### config.mk
export PLATFORM = sky130hd
export DESIGN_NAME = button_debounce_press_classifier_top
export DESIGN_NICKNAME = d
export VERILOG_FILES = /design/src/hw/rtl/bdpc_pkg.sv /design/src/hw/rtl/bdpc_csr.sv /design/src/hw/rtl/bdpc_input_stage.sv /design/src/hw/rtl/bdpc_core.sv /design/src/hw/rtl/bdpc_output_stage.sv /design/src/hw/rtl/button_debounce_press_classifier_top.sv
export SDC_FILE = /design/constraint.sdc
export NUM_CORES = 1
export LEC_CHECK = 0
export BUFFER_PORTS_ARGS = -buffer_cell sky130_fd_sc_hd__buf_2
export CORE_MARGIN = 1
export CORE_UTILIZATION = 55
export CTS_CLUSTER_SIZE = 10
export DETAILED_ROUTE_END_ITERATION = 16
export GPL_TIMING_DRIVEN = 1
export PLACE_DENSITY = 0.77
export SETUP_SLACK_MARGIN = 0.5
export SLEW_MARGIN = 10
export SYNTH_ARGS = -nofsm -noshare
export SYNTH_HDL_FRONTEND = slang
export SYNTH_SLANG_ARGS = --single-unit
export TNS_END_PERCENT = 100
### constraint.sdc
create_clock -name clock -period 16 [get_ports clock]
set_input_delay 0.8 -clock clock [delete_from_list [all_inputs] [get_ports clock]]
set_output_delay 0.8 -clock clock [all_outputs]
set_load 0.01 [all_outputs]
### src/hw/rtl/bdpc_pkg.sv
package bdpc_pkg;

   // Width of every timestamp and time difference; time wraps modulo 2**TIME_BITS.
   localparam int TIME_BITS = 32;

   // Width of the threshold registers.
   localparam int CFG_BITS = 16;

   // Width of the register index on the configuration port.
   localparam int CSR_INDEX_BITS = 4;

   typedef logic [TIME_BITS-1:0]      time_type;
   typedef logic [CFG_BITS-1:0]       cfg_word_type;
   typedef logic [CSR_INDEX_BITS-1:0] csr_index_type;

   // Register indexes on the configuration port.
   localparam csr_index_type CSR_DEBOUNCE_MS        = csr_index_type'(0);
   localparam csr_index_type CSR_SHORT_PRESS_MAX_MS = csr_index_type'(1);
   localparam csr_index_type CSR_HOLD_SHORT_MS      = csr_index_type'(2);
   localparam csr_index_type CSR_HOLD_LONG_MS       = csr_index_type'(3);

   // Reset values of the threshold registers.
   localparam cfg_word_type DEBOUNCE_MS_RESET        = cfg_word_type'(30);
   localparam cfg_word_type SHORT_PRESS_MAX_MS_RESET = cfg_word_type'(600);
   localparam cfg_word_type HOLD_SHORT_MS_RESET      = cfg_word_type'(2000);
   localparam cfg_word_type HOLD_LONG_MS_RESET       = cfg_word_type'(4000);

   // Event codes reported with every result.
   typedef enum logic [2:0] {
      EV_NONE           = 3'd0,
      EV_SINGLE_PRESS   = 3'd1,
      EV_SET_HOUR       = 3'd2,
      EV_SET_BREAKPOINT = 3'd3,
      EV_SHORT_MARK     = 3'd4,
      EV_LONG_MARK      = 3'd5
   } event_type;

   // Threshold registers as seen by the classifier.
   typedef struct packed {
      cfg_word_type debounce_ms;
      cfg_word_type short_press_max_ms;
      cfg_word_type hold_short_ms;
      cfg_word_type hold_long_ms;
   } cfg_type;

   // One poll beat.
   typedef struct packed {
      time_type now_ms;
      logic     raw_down;
   } poll_type;

   // One result beat.
   typedef struct packed {
      event_type event_res;
      logic      is_pressed;
      time_type  held_time_ms;
   } result_type;

   // Zero-extend a threshold to the time width for comparison.
   function automatic time_type widen_cfg(cfg_word_type value);
      return time_type'(value);
   endfunction

endpackage

### src/hw/rtl/bdpc_csr.sv
module bdpc_csr (
   input  logic                   clock,
   input  logic                   reset,
   input  logic                   csr_valid,
   output logic                   csr_ready,
   input  bdpc_pkg::csr_index_type csr_index,
   input  bdpc_pkg::cfg_word_type csr_data,
   output bdpc_pkg::cfg_type      cfg
);

   bdpc_pkg::cfg_type cfg_ff;
   bdpc_pkg::cfg_type cfg_in;

   // Writes are always taken.
   assign csr_ready = 1'b1;

   // Decode the register index; indexes past the last register are dropped.
   always_comb begin
      cfg_in = cfg_ff;
      if (csr_valid) begin
         unique case (csr_index)
            bdpc_pkg::CSR_DEBOUNCE_MS:        cfg_in.debounce_ms        = csr_data;
            bdpc_pkg::CSR_SHORT_PRESS_MAX_MS: cfg_in.short_press_max_ms = csr_data;
            bdpc_pkg::CSR_HOLD_SHORT_MS:      cfg_in.hold_short_ms      = csr_data;
            bdpc_pkg::CSR_HOLD_LONG_MS:       cfg_in.hold_long_ms       = csr_data;
            default:                          cfg_in = cfg_ff;
         endcase
      end
   end

   always_ff @(posedge clock) begin
      if (reset) begin
         cfg_ff.debounce_ms        <= bdpc_pkg::DEBOUNCE_MS_RESET;
         cfg_ff.short_press_max_ms <= bdpc_pkg::SHORT_PRESS_MAX_MS_RESET;
         cfg_ff.hold_short_ms      <= bdpc_pkg::HOLD_SHORT_MS_RESET;
         cfg_ff.hold_long_ms       <= bdpc_pkg::HOLD_LONG_MS_RESET;
      end else begin
         cfg_ff <= cfg_in;
      end
   end

   assign cfg = cfg_ff;

endmodule

### src/hw/rtl/bdpc_input_stage.sv
module bdpc_input_stage (
   input  logic                clock,
   input  logic                reset,
   input  logic                req_valid,
   output logic                req_stall,
   input  bdpc_pkg::poll_type  req_poll,
   input  logic                result_free,
   output logic                poll_fire,
   output bdpc_pkg::poll_type  poll
);

   logic               valid_ff;
   logic               valid_in;
   bdpc_pkg::poll_type poll_ff;
   logic               accept;

   // The held poll moves on whenever the result register can take its result.
   assign poll_fire = valid_ff && result_free;

   // Stall only when a poll is held and cannot move on this cycle.
   assign req_stall = valid_ff && !result_free;
   assign accept    = req_valid && !req_stall;

   always_comb begin
      valid_in = valid_ff;
      if (accept) begin
         valid_in = 1'b1;
      end else if (poll_fire) begin
         valid_in = 1'b0;
      end
   end

   always_ff @(posedge clock) begin
      if (reset) begin
         valid_ff <= 1'b0;
      end else begin
         valid_ff <= valid_in;
      end
   end

   // Payload register loads on every accepted beat.
   always_ff @(posedge clock) begin
      if (accept) begin
         poll_ff <= req_poll;
      end
   end

   assign poll = poll_ff;

endmodule

### src/hw/rtl/bdpc_core.sv
module bdpc_core (
   input  logic                 clock,
   input  logic                 reset,
   input  logic                 poll_fire,
   input  bdpc_pkg::poll_type   poll,
   input  bdpc_pkg::cfg_type    cfg,
   output bdpc_pkg::result_type result
);

   logic                raw_previous_ff, raw_previous_in;
   logic                stable_down_ff, stable_down_in;
   bdpc_pkg::time_type  last_change_time_ff, last_change_time_in;
   bdpc_pkg::time_type  press_start_time_ff, press_start_time_in;
   logic                short_mark_sent_ff, short_mark_sent_in;
   logic                long_mark_sent_ff, long_mark_sent_in;

   bdpc_pkg::time_type  since_change;
   bdpc_pkg::time_type  held_old;
   bdpc_pkg::time_type  held_new;
   bdpc_pkg::event_type event_res;
   logic                settled;

   // Time since the last raw change, and hold time from the recorded start.
   assign since_change = poll.now_ms - last_change_time_ff;
   assign held_old     = poll.now_ms - press_start_time_ff;
   assign settled      = since_change >= bdpc_pkg::widen_cfg(cfg.debounce_ms);

   // Debounce, press tracking and event selection for one poll.
   always_comb begin
      raw_previous_in     = raw_previous_ff;
      stable_down_in      = stable_down_ff;
      last_change_time_in = last_change_time_ff;
      press_start_time_in = press_start_time_ff;
      short_mark_sent_in  = short_mark_sent_ff;
      long_mark_sent_in   = long_mark_sent_ff;
      event_res           = bdpc_pkg::EV_NONE;
      priority if (poll.raw_down != raw_previous_ff) begin
         // Raw level moved: restart the settle timer.
         raw_previous_in     = poll.raw_down;
         last_change_time_in = poll.now_ms;
      end else if (!settled) begin
         event_res = bdpc_pkg::EV_NONE;
      end else if (poll.raw_down != stable_down_ff) begin
         stable_down_in = poll.raw_down;
         if (poll.raw_down) begin
            // Debounced press: record its start and rearm both marks.
            press_start_time_in = poll.now_ms;
            short_mark_sent_in  = 1'b0;
            long_mark_sent_in   = 1'b0;
         end else begin
            // Debounced release: classify the hold time.
            press_start_time_in = '0;
            priority if (held_old < bdpc_pkg::widen_cfg(cfg.short_press_max_ms)) begin
               event_res = bdpc_pkg::EV_SINGLE_PRESS;
            end else if (held_old >= bdpc_pkg::widen_cfg(cfg.hold_long_ms)) begin
               event_res = bdpc_pkg::EV_SET_HOUR;
            end else if (held_old >= bdpc_pkg::widen_cfg(cfg.hold_short_ms)) begin
               event_res = bdpc_pkg::EV_SET_BREAKPOINT;
            end else begin
               event_res = bdpc_pkg::EV_NONE;
            end
         end
      end else if (stable_down_ff && (press_start_time_ff != '0)) begin
         // Still held: at most one mark per poll, short before long.
         priority if (!short_mark_sent_ff &&
                      held_old >= bdpc_pkg::widen_cfg(cfg.hold_short_ms)) begin
            short_mark_sent_in = 1'b1;
            event_res          = bdpc_pkg::EV_SHORT_MARK;
         end else if (!long_mark_sent_ff &&
                      held_old >= bdpc_pkg::widen_cfg(cfg.hold_long_ms)) begin
            long_mark_sent_in = 1'b1;
            event_res         = bdpc_pkg::EV_LONG_MARK;
         end else begin
            event_res = bdpc_pkg::EV_NONE;
         end
      end else begin
         event_res = bdpc_pkg::EV_NONE;
      end
   end

   // Held time reported after this poll's update.
   assign held_new = poll.now_ms - press_start_time_in;

   always_comb begin
      result.event_res    = event_res;
      result.is_pressed   = stable_down_in;
      result.held_time_ms = (stable_down_in && (press_start_time_in != '0)) ? held_new : '0;
   end

   always_ff @(posedge clock) begin
      if (reset) begin
         raw_previous_ff     <= 1'b0;
         stable_down_ff      <= 1'b0;
         last_change_time_ff <= '0;
         press_start_time_ff <= '0;
         short_mark_sent_ff  <= 1'b0;
         long_mark_sent_ff   <= 1'b0;
      end else if (poll_fire) begin
         raw_previous_ff     <= raw_previous_in;
         stable_down_ff      <= stable_down_in;
         last_change_time_ff <= last_change_time_in;
         press_start_time_ff <= press_start_time_in;
         short_mark_sent_ff  <= short_mark_sent_in;
         long_mark_sent_ff   <= long_mark_sent_in;
      end
   end

   // The long mark is sent at most once per press.
   a_long_mark_once: assert property (@(posedge clock) disable iff (reset)
      (poll_fire && event_res == bdpc_pkg::EV_LONG_MARK) |-> !long_mark_sent_ff)
      else $error("long mark sent twice for one press");

   // Hold marks only come while a press with a nonzero start is held.
   a_mark_while_held: assert property (@(posedge clock) disable iff (reset)
      (poll_fire && (event_res == bdpc_pkg::EV_SHORT_MARK ||
                     event_res == bdpc_pkg::EV_LONG_MARK))
      |-> (stable_down_ff && press_start_time_ff != '0))
      else $error("hold mark without a held press");

   // Release classifications only come with a released button.
   a_release_state: assert property (@(posedge clock) disable iff (reset)
      (poll_fire && (event_res == bdpc_pkg::EV_SINGLE_PRESS ||
                     event_res == bdpc_pkg::EV_SET_HOUR ||
                     event_res == bdpc_pkg::EV_SET_BREAKPOINT))
      |=> (!stable_down_ff && press_start_time_ff == '0))
      else $error("release event while still pressed");

endmodule

### src/hw/rtl/bdpc_output_stage.sv
module bdpc_output_stage (
   input  logic                 clock,
   input  logic                 reset,
   input  logic                 poll_fire,
   input  bdpc_pkg::result_type result,
   output logic                 result_free,
   output logic                 rsp_valid,
   input  logic                 rsp_stall,
   output bdpc_pkg::result_type rsp_result
);

   logic                 valid_ff;
   logic                 valid_in;
   bdpc_pkg::result_type result_ff;

   // The register can load when it is empty or its beat leaves this cycle.
   assign result_free = !valid_ff || !rsp_stall;

   always_comb begin
      valid_in = valid_ff;
      if (poll_fire) begin
         valid_in = 1'b1;
      end else if (valid_ff && !rsp_stall) begin
         valid_in = 1'b0;
      end
   end

   always_ff @(posedge clock) begin
      if (reset) begin
         valid_ff <= 1'b0;
      end else begin
         valid_ff <= valid_in;
      end
   end

   always_ff @(posedge clock) begin
      if (poll_fire) begin
         result_ff <= result;
      end
   end

   assign rsp_valid  = valid_ff;
   assign rsp_result = result_ff;

endmodule

### src/hw/rtl/button_debounce_press_classifier_top.sv
// Button debouncer and press classifier. Each poll beat carries a millisecond
// timestamp and the raw button level and yields exactly one result beat with an
// event code, the debounced state and the time held so far. A poll passes through
// an input register, compare-and-update logic against the debounce and press
// state, and a result register, so one poll is taken every clock cycle while the
// output is not stalled, and its result is offered on the result port once the
// result register holds it. A stall on the result side backs up into the input
// side only once both registers are full. The user must write thresholds through
// the csr port only while no poll is in flight; the block does not enforce it.
// Indexes above 3 are ignored. A press that begins at timestamp zero receives no
// hold marks and reports a held time of zero.
module button_debounce_press_classifier_top (
   input  logic                    clock,
   input  logic                    reset,
   input  logic                    req_valid,
   output logic                    req_stall,
   input  bdpc_pkg::time_type      req_now_ms,
   input  logic                    req_raw_down,
   output logic                    rsp_valid,
   input  logic                    rsp_stall,
   output bdpc_pkg::event_type     rsp_event_res,
   output logic                    rsp_is_pressed,
   output bdpc_pkg::time_type      rsp_held_time_ms,
   input  logic                    csr_valid,
   output logic                    csr_ready,
   input  bdpc_pkg::csr_index_type csr_index,
   input  bdpc_pkg::cfg_word_type  csr_data
);

   bdpc_pkg::cfg_type    cfg;
   bdpc_pkg::poll_type   req_poll;
   bdpc_pkg::poll_type   poll;
   bdpc_pkg::result_type result;
   bdpc_pkg::result_type rsp_result;
   logic                 result_free;
   logic                 poll_fire;

   assign req_poll.now_ms   = req_now_ms;
   assign req_poll.raw_down = req_raw_down;

   bdpc_csr u_csr (
      .clock     (clock),
      .reset     (reset),
      .csr_valid (csr_valid),
      .csr_ready (csr_ready),
      .csr_index (csr_index),
      .csr_data  (csr_data),
      .cfg       (cfg)
   );

   bdpc_input_stage u_input_stage (
      .clock       (clock),
      .reset       (reset),
      .req_valid   (req_valid),
      .req_stall   (req_stall),
      .req_poll    (req_poll),
      .result_free (result_free),
      .poll_fire   (poll_fire),
      .poll        (poll)
   );

   bdpc_core u_core (
      .clock     (clock),
      .reset     (reset),
      .poll_fire (poll_fire),
      .poll      (poll),
      .cfg       (cfg),
      .result    (result)
   );

   bdpc_output_stage u_output_stage (
      .clock       (clock),
      .reset       (reset),
      .poll_fire   (poll_fire),
      .result      (result),
      .result_free (result_free),
      .rsp_valid   (rsp_valid),
      .rsp_stall   (rsp_stall),
      .rsp_result  (rsp_result)
   );

   assign rsp_event_res    = rsp_result.event_res;
   assign rsp_is_pressed   = rsp_result.is_pressed;
   assign rsp_held_time_ms = rsp_result.held_time_ms;

endmodule

== After elaboration in Yosys (flattened, before gate mapping) ==
Cells that the tools add are included.
Storage, ports and cells
  flip-flop bits (word level): 203
  logic and storage cells: 91
Operators by class
  $add $sub $neg: 3
  $lt $le $gt $ge: 4
  equality and inequality tests: 7
  mux-type cells: 27
  bitwise operators: 2
  reductions and logical operators: 31
Operators with widths (number)
  $mux W32: 4
  $ge A32 B16 Y1: 3
  $sub A32 B32 Y32: 3
  $reduce_bool A32 Y1: 2
  $lt A32 B16 Y1: 1
  $mux W3: 7
  $mux W1: 15
  $reduce_and A2 Y1: 5
  $reduce_bool A2 Y1: 5
  $eq A4 B2 Y1 const B: 2
  $logic_and A1 B1 Y1: 8
  $reduce_and A7 Y1: 1
  $logic_not A1 Y1: 6
  $reduce_and A6 Y1: 1
  $eq A4 B1 Y1 const B: 1
  $logic_not A4 Y1: 1
  $mux W2: 1
  $ne A1 B1 Y1: 2
  $ne A2 B1 Y1 const B: 1
  $ne A2 B2 Y1 const B: 1
  $not A1 Y1: 2
  $reduce_or A2 Y1: 1
  $logic_or A1 B1 Y1: 1

== Logic depth before layout (Yosys ltp) ==
Gate-level depths: netlist of run 1.
  depth after elaboration: 7
  mapped depth: 36
  depth with buffers taken out: 36

== Hierarchy ==
Synthesis of run 1 repeated with hierarchy kept, for this count alone.
Unflattened totals
  cell total of the unflattened synthesis: 1807
  area, all modules: 15582.4 um^2
By module, submodules not included
  bdpc_core: instances 1, cells each 1483, area each 10831.6 um^2, seq. area each 1361.3 um^2
  bdpc_csr: instances 1, cells each 246, area each 2590.0 um^2, seq. area each 1281.2 um^2
  bdpc_output_stage: instances 1, cells each 40, area each 1113.6 um^2, seq. area each 1101.1 um^2
  bdpc_input_stage: instances 1, cells each 38, area each 1047.3 um^2, seq. area each 1011.0 um^2

== Worst setup path after synthesis of run 1 ==
Ideal clock, no wire load.
  path kind: reg2reg
  start: register u_input_stage.poll_ff, in the netlist u_input_stage.poll[2]
  end: register u_output_stage.result_ff, in the netlist u_output_stage.rsp_result[30], data pin
  setup time: 0.254 ns
  arrival: 7.282 ns
  required time: 15.746 ns
  slack: 8.463 ns
  cell stages (with the launch flop): 32
  cells stage by stage: edfxtp_1 > inv_1 > fa_1 > nand2b_1 > a21oi_1 > o21ai_0 > o21ai_0 > xor2_1 > ha_1 > and3_1 > a221o_1 > a221o_1 > a211oi_1 > o211ai_1 > a2111oi_0 > nand4_1 > o21ai_2 > clkbuf_1 > a22oi_1 > ha_1 > a21o_1 > a21o_1 > a221o_1 > a311oi_1 > nor2_1 > nor4_1 > o41ai_1 > a311o_1 > a211oi_1 > o21ai_0 > xnor2_1 > nor2_1
On the way
  cells in the longest elaborated chain, start to end: 6
RTL lines
  start: declaration: RTL line bdpc_input_stage.sv:14  | bdpc_pkg::poll_type poll_ff;
  start signal: assignment: RTL line bdpc_input_stage.sv:44  | poll_ff <= req_poll;
  parallel branches: the longest is 6 deep, another holds $sub A32 B32 Y32
  end signal: assignment: RTL line bdpc_output_stage.sv:38  | result_ff <= result;
  end: declaration: RTL line bdpc_output_stage.sv:14  | bdpc_pkg::result_type result_ff;
Parallel ways; which one is timed is not known.
A chain may end at the register's enable or synchronous reset.

== Worst setup path after layout of run 1 ==
  start: register u_input_stage.poll_ff, in the netlist u_input_stage.poll[2]
  end: register u_output_stage.result_ff, in the netlist u_output_stage.rsp_result[31], data pin
The elaborated chain is that of the path after synthesis.

==> results_dict.tcl, run 1 <==
set metrics [dict create \
    maxSlewHeadroom 0.187 \
    power_density_mw_per_mm2 88.5 \
    rows 58 \
    synth_common_cells "256 x nand2_1, 196 x a21oi_1, 157 x ha_1" \
    hold_class "primary input to flip-flop" \
    die_area_mm2 0.0261 \
    hold_viol_final 0 \
    netlist_instances 1711 \
    yosysSeqAreaShare 0.339 \
    tightest_slew_ns 1.22 \
    crit_type "flip-flop to flip-flop" \
    p_leak_nw 5.99 \
    cts_made_buffers 25 \
    cpMostUsedCell "a21oi_1" \
    initial_utilization 0.559 \
    synth_edf_count 69 \
    slowest_delay_ns 0.76 \
    cts.sinks 203 \
    rsz0062_at_grt "false" \
    cts_hold_buf 0 \
    setup_viol 0 \
    clk_pin_slew_ns 0.06 \
    synth_top_cell_area_share 0.191 \
    startpoint "u_input_stage.poll[2]" \
    status "finished, final reports clean" \
    dr.pass1.iters 5 \
    multi_input_area_mm2 0.00846 \
    start_kind "flip-flop" \
    seq_area_mm2 0.00475 \
    fillers 2256 \
    avgSynthCellArea_um2 8.20 \
    drive_gt1_frac 0.0849 \
    grt_max_degree 83 \
    cts_buffer_depth 3 \
    final.setup_skew_ns 0.0202 \
    routed_wirelength_mm 38.0 \
    grt_pass1_wl_mm 60.8 \
    hp-start "req_now_ms[26]" \
    slowest_stage "a2111oi_0" \
    syn_to_final_growth_pct 9.99 \
    clk_latency_ns 0.53 \
    period_needed_ns 9.13 \
    holdWs_ns 0.449 \
    reg2reg_setup_slack_ns 6.87 \
    drt_iter0_drc 1133 \
    grt_pass1_vias 11900 \
    grt_util_all_layers 0.291 \
    avgRoutedWirePerCell_um 17.9 \
    cts-htree-levels 1 \
    via_count 12800 \
    cp-end-kind "flip-flop" \
    grt_overflow_total 0 \
    drv_slew 0 \
    syn_area_mm2 0.0140 \
    yosys_warnings 0 \
    ant_nets 0 \
    coreArea_mm2 0.0251 \
    post_drt_via_cell_ratio 6.05 \
    max_clock_freq_mhz 110 \
    drcViolationCount 0 \
    routabilityCongestion 1.01 \
    cts_setup_buffers 0 \
    cap_violations 0 \
    nets 1995 \
    placed_area_mm2 0.0147 \
    synth-seq-cells 203 \
    timing.rr.end "u_output_stage.rsp_result[31]" \
    vdd_drop_max_uv 81.7 \
    critPathMaxFanout 22 \
    reg2reg_depth 31 \
    antenna_found_initial 0 \
    yosysMostFrequentCell "nand2_1" \
    synthesis.nets 1929 \
    io_buffers 95 \
    synth-async-reset-ratio 0 \
    critical_path_required_ns 16.38 \
    n_antenna_cell 0 \
    hold_depth 1 \
    cp.arrival_ns 9.51 \
    whs_endpoint "u_input_stage.poll[27]" \
    die_w_um 162 \
    postLayoutCellArea_mm2 0.0154 \
    clock-root-buffer "clkbuf_16" \
    pin_count 97 \
    synth_area_leaders "dfxtp_1 19%, edfxtp_1 15%, ha_1 14%, a21oi_1 7.0%, nand2_1 6.9%" \
    dp_hpwl_mm 28.2 \
    synth-main-ff-cell "dfxtp_1" \
    yosysUniqueCellTypes 75 \
    reg2reg_from "u_input_stage.poll[2]" \
    synth_top_cell_by_area "dfxtp_1" \
    fp.dieH_um 162 \
    tns_ns 0 \
    post-route-period-util 0.571 \
    cts_tree "built" \
    ctsResizeCount 0 \
]
==> worst max-delay path: cells and delay by family (launching register included) <==
family	cells	cell delay, ns
xor gates and xnor gates	1	0.19
and+or+nand+nor	10	2.11
DFF	1	0.50
adders and majority gates	3	1.05
AOI/OAI and AO/OA	16	4.95
buffers and inverters	1	0.17
==> sequential cells by signal, summed over array words and instances (netlist names) <==
name	flops
u_output_stage.rsp_result	36
u_core.raw_previous_ff	1
u_input_stage.poll	33
u_core.last_change_time_ff	32
u_core.press_start_time_ff	32
u_core.long_mark_sent_ff	1
u_output_stage.rsp_valid	1
u_csr.cfg	64
u_core.stable_down_ff	1
u_input_stage.valid_ff	1
u_core.short_mark_sent_ff	1
==> cell usage in the layout (no fill, tap or decap), types with 4 or more instances in the layout <==
master / n
o21bai_1: 15
and2_1: 18
nand2b_1: 21
o21ai_1: 6
a221o_1: 4
nor4_1: 21
nor3_1: 24
edfxtp_1: 69
a21o_1: 43
nor2b_1: 11
o2111ai_1: 8
nor2_1: 122
buf_4: 6
buf_2: 94
and3_1: 21
dfxtp_1: 134
nand2_1: 256
o41ai_1: 4
o31a_1: 4
nand3_1: 23
xor2_1: 31
inv_1: 150
a21oi_1: 196
a211oi_1: 15
a2111oi_0: 7
and4_1: 4
o21a_1: 19
xnor2_1: 39
o21ai_0: 55
or3_1: 9
o211ai_1: 31
a22oi_1: 44
nand4_1: 21
ha_1: 157
clkbuf_1: 11
clkbuf_16: 25
a31oi_1: 7
==> layout make-up <==
| cell class | count | area share |
|---|---|---|
| timing repair buffer | 100 | 0.0334 |
| inverter | 150 | 0.0365 |
| multi-input combinational | 1297 | 0.549 |
| clock inverter | 2 | 0.000649 |
| sequential | 203 | 0.308 |
| clock buffer | 39 | 0.0459 |
| tap | 330 | 0.0268 |
==> routing by layer <==
metal	wire length [um]	part of all wire	global-route usage	up-vias
met5	0	0	0	-
met3	2830	0.074	0.0296	90
met1	17200	0.45	0.406	6031
met4	1100	0.029	0.0991	0
met2	16900	0.44	0.471	465
li1	-	-	-	6236
==> cells by family (layout without fill, tap and decap cells) <==
kind of cell | after synthesis | after routing | share of synthesized area
and+or+nand+nor | 566 | 566 | 0.183
other | 1 | 1 | 0.000267
xor gates and xnor gates | 70 | 70 | 0.0437
buffers and inverters | 211 | 291 | 0.0591
DFF | 203 | 203 | 0.339
AOI/OAI and AO/OA | 497 | 497 | 0.229
adders and majority gates | 160 | 160 | 0.144
muxes | 3 | 3 | 0.00250
==> metrics by stage <==
step | power (W) | std cells | worst slack [ns] | util
2_1_floorplan | 0.000775 | 1711 | 8.46 | -
3_3_place_gp | 0.000850 | 2080 | 7.34 | 0.586
3_5_place_dp | 0.000856 | 2080 | 7.11 | 0.586
4_1_cts | 0.00136 | 2121 | 7.06 | 0.614
5_1_grt | 0.00142 | 2121 | 6.10 | 0.614
6_report | 0.00137 | 2121 | 6.87 | 0.614
==> power breakdown <==
part,switching (W),internal (W)
registers,0.0000186,0.000550
logic,0.000174,0.000112
clock network,0.000212,0.000299
total,0.000404,0.000961
==> worst max-delay path by stage <==
stage / to / cells past startpoint
floorplan: u_output_stage.rsp_result[30] / 31
global placement: u_output_stage.rsp_result[29] / 31
detailed placement: u_output_stage.rsp_result[31] / 31
CTS: u_output_stage.rsp_result[31] / 31
global route: u_output_stage.rsp_result[31] / 31
finish: u_output_stage.rsp_result[31] / 31
Note: power is estimated with default switching activity, not from simulation.
==> inputs of run 2 (changes only) <==
--- a/config.mk
+++ b/config.mk
@@ -5,13 +5,14 @@
 export SDC_FILE = /design/constraint.sdc
 export NUM_CORES = 1
 export LEC_CHECK = 0
+export ABC_AREA = 1
 export BUFFER_PORTS_ARGS = -buffer_cell sky130_fd_sc_hd__buf_2
 export CORE_MARGIN = 1
 export CORE_UTILIZATION = 55
 export CTS_CLUSTER_SIZE = 10
 export DETAILED_ROUTE_END_ITERATION = 16
 export GPL_TIMING_DRIVEN = 1
-export PLACE_DENSITY = 0.77
+export PLACE_DENSITY = 0.79
 export SETUP_SLACK_MARGIN = 0.5
 export SLEW_MARGIN = 10
 export SYNTH_ARGS = -nofsm -noshare
==> constraint.sdc (replaced) <==
create_clock -name clock -period 7.4 [get_ports clock]
set_input_delay 0.37 -clock clock [delete_from_list [all_inputs] [get_ports clock]]
set_output_delay 0.37 -clock clock [all_outputs]
set_load 0.01 [all_outputs]
==> run 2 against run 1 <==
Against the previous run: first-iteration DRC count is 4.7% higher; sequential power up 120%; clock-buffer cell count is the same; synthesized area up 10%; worst setup slack got worse by 5.9 ns; clock power rose by 120%; flip-flop and latch count stayed put; via count rose by 17%; cell count grew 29%.
==> results_dict.tcl, run 2 <==
set metrics [dict create \
    clock-root-buffer "clkbuf_16" \
    syn_to_final_growth_pct 10.0 \
    cts_hold_buf 0 \
    reg2reg_setup_slack_ns 0.95 \
    grt_pass1_vias 14100 \
    post-route-period-util 0.872 \
    crit_type "flip-flop to flip-flop" \
    initial_utilization 0.559 \
    timing.rr.end "u_output_stage.rsp_result[22]" \
    period_needed_ns 6.45 \
    avgRoutedWirePerCell_um 16.8 \
    p_seq_frac 0.342 \
    yosysUniqueCellTypes 48 \
    cts_made_buffers 25 \
    slowest_delay_ns 0.49 \
    synth-main-ff-cell "dfxtp_1" \
    reg2reg_depth 38 \
    synth_top_cell_area_share 0.173 \
    die_w_um 170 \
    final_common_cell "nand2_1" \
    p_switching_w 0.00138 \
    avgSynthCellArea_um2 6.88 \
    power_density_mw_per_mm2 219 \
    cts_tree "built" \
    synth_area_leaders "dfxtp_1 17%, edfxtp_1 13%, nand2_1 13%, ha_1 13%, inv_1 9.8%" \
    coreArea_mm2 0.0277 \
    via_count 15000 \
    final.setup_skew_ns 0.0117 \
    setup_viol 0 \
    synth-async-reset-ratio 0 \
    grt_overflow_total 0 \
    rsz0062_at_grt "true" \
    synth_top_cell_by_area "dfxtp_1" \
    critical_path_required_ns 7.76 \
    routed_wirelength_mm 45.9 \
    yosysSeqAreaShare 0.307 \
    clk_latency_ns 0.53 \
    ant_nets 0 \
    dr.pass1.iters 5 \
    tns_ns 0 \
    final_util 0.615 \
    synth_common_cells "531 x nand2_1, 403 x inv_1, 232 x a21oi_1" \
    syn_area_mm2 0.0155 \
    cts_buffer_depth 3 \
    swShare 0.370 \
    cp-end-kind "flip-flop" \
    synth_edf_count 69 \
    maxSlewHeadroom 0.335 \
    p_leak_nw 8.51 \
    status "finished, final reports clean" \
    yosysMostFrequentCell "nand2_1" \
    drv_slew 0 \
    critPathMaxFanout 28 \
    drcViolationCount 0 \
    netlist_instances 2249 \
    start_kind "flip-flop" \
    cpMostUsedCell "nand2_1" \
    reg2reg_from "u_input_stage.poll[3]" \
    yosys_warnings 0 \
    tightest_slew_ns 0.994 \
    cts-htree-levels 1 \
    intPower_w 0.00235 \
    max_clock_freq_mhz 155 \
    fp.dieH_um 170 \
    startpoint "u_input_stage.poll[3]" \
    grt_max_degree 94 \
    nets 2550 \
    p_clk_frac 0.304 \
    io_buffers 95 \
    drt_iter0_drc 1186 \
    synth-seq-cells 203 \
    grt_util_all_layers 0.319 \
    die_area_mm2 0.0288 \
    rows 61 \
    cap_violations 0 \
    power_frac_comb 0.354 \
    post_drt_via_cell_ratio 5.51 \
    grt_pass1_wl_mm 72.4 \
    slowest_stage "edfxtp_1" \
    hold_class "primary input to flip-flop" \
    largest_register_ffs 64 \
    final_cell_mix "531 x nand2_1, 402 x inv_1, 232 x a21oi_1" \
    synthesis.nets 2467 \
    antenna_found_initial 3 \
    hold_viol_final 0 \
    routabilityCongestion 1.02 \
    cp-endpoint "u_output_stage.rsp_result[22]" \
    clk_pin_slew_ns 0.06 \
    cts.sinks 203 \
    cp.arrival_ns 6.81 \
    dp_hpwl_mm 36.3 \
    pin_count 97 \
    drive_gt1_frac 0.0920 \
    vdd_drop_max_uv 144 \
]
==> run 2: logic make-up (layout without fill, tap and decap cells) <==
group,Yosys count,after routing,share of synthesized area
flip-flops,203,203,0.307
XOR/XNOR,76,76,0.0430
adder cells (fa/ha/maj),160,160,0.131
AND/OR/NAND/NOR,857,857,0.234
buffers and inverters,480,578,0.121
other,1,2,0.000242
AO/OA/AOI/OAI,472,472,0.164
==> run 2: worst min path at each step <==
stage                                         from                        to  depth (start not counted)
after floorplan           u_core.long_mark_sent_ff  u_core.long_mark_sent_ff                          2
after global placement    u_core.long_mark_sent_ff  u_core.long_mark_sent_ff                          2
after detailed placement  u_core.long_mark_sent_ff  u_core.long_mark_sent_ff                          2
after CTS                           req_now_ms[22]    u_input_stage.poll[23]                          1
after global routing                req_now_ms[22]    u_input_stage.poll[23]                          1
final                               req_now_ms[29]    u_input_stage.poll[30]                          1
==> run 2: area by class of cell <==
| cell class | instances | area [um^2] |
|---|---|---|
| Antenna cell | 1 | 2.50 |
| Tap cell | 378 | 473 |
| Inverter | 423 | 1590 |
| Multi-Input combinational cell | 1566 | 8880 |
| Clock buffer | 39 | 708 |
| Fill cell | 2637 | 10700 |
| Sequential cell | 203 | 4750 |
| Timing Repair Buffer | 113 | 611 |
| Clock inverter | 3 | 20.0 |
==> run 2: power groups by stage <==
stage	sequential (W)	combinational [W]	clock, W
floorplan	0.00129	0.000945	0
global placement	0.00130	0.00126	0
detailed placement	0.00130	0.00129	0
CTS	0.00128	0.00130	0.00114
global route	0.00128	0.00149	0.00118
finish	0.00128	0.00132	0.00113
==> run 2: metrics by stage <==
stage | setup WS (ns) | std cells | hold slack [ns] | power (W) | cell area [um^2]
after global routing | 0.425 | 2726 | 0.00289 | 0.00396 | 17000
after floorplan | 2.05 | 2249 | 0.430 | 0.00224 | 15500
after CTS | 0.684 | 2723 | 0.00739 | 0.00372 | 17000
final | 0.950 | 2726 | 0.0159 | 0.00374 | 17000
after global placement | 0.872 | 2681 | 0.440 | 0.00256 | 16300
after detailed placement | 0.707 | 2681 | 0.444 | 0.00259 | 16300
==> run 2: timing repair <==
action,CTS,global route
endpoints found under the setup margin,0,15
resized for setup,0,8
buffers inserted,0,2
==> run 2: routing by layer <==
metal | up-vias | global-route usage | routed length (um)
met5 | - | 0 | 0
met4 | 0 | 0.113 | 1430
met3 | 94 | 0.0515 | 3530
met2 | 543 | 0.522 | 20600
met1 | 6897 | 0.425 | 20300
li1 | 7480 | - | -
==> run 2: critical path, delay by kind of cell, from the launching register on <==
family	cells	cell delay, ns
AOI/OAI and AO/OA	10	2.08
xor gates and xnor gates	2	0.35
adders and majority gates	4	1.37
buffers and inverters	3	0.37
DFF	1	0.49
and+or+nand+nor	19	1.64
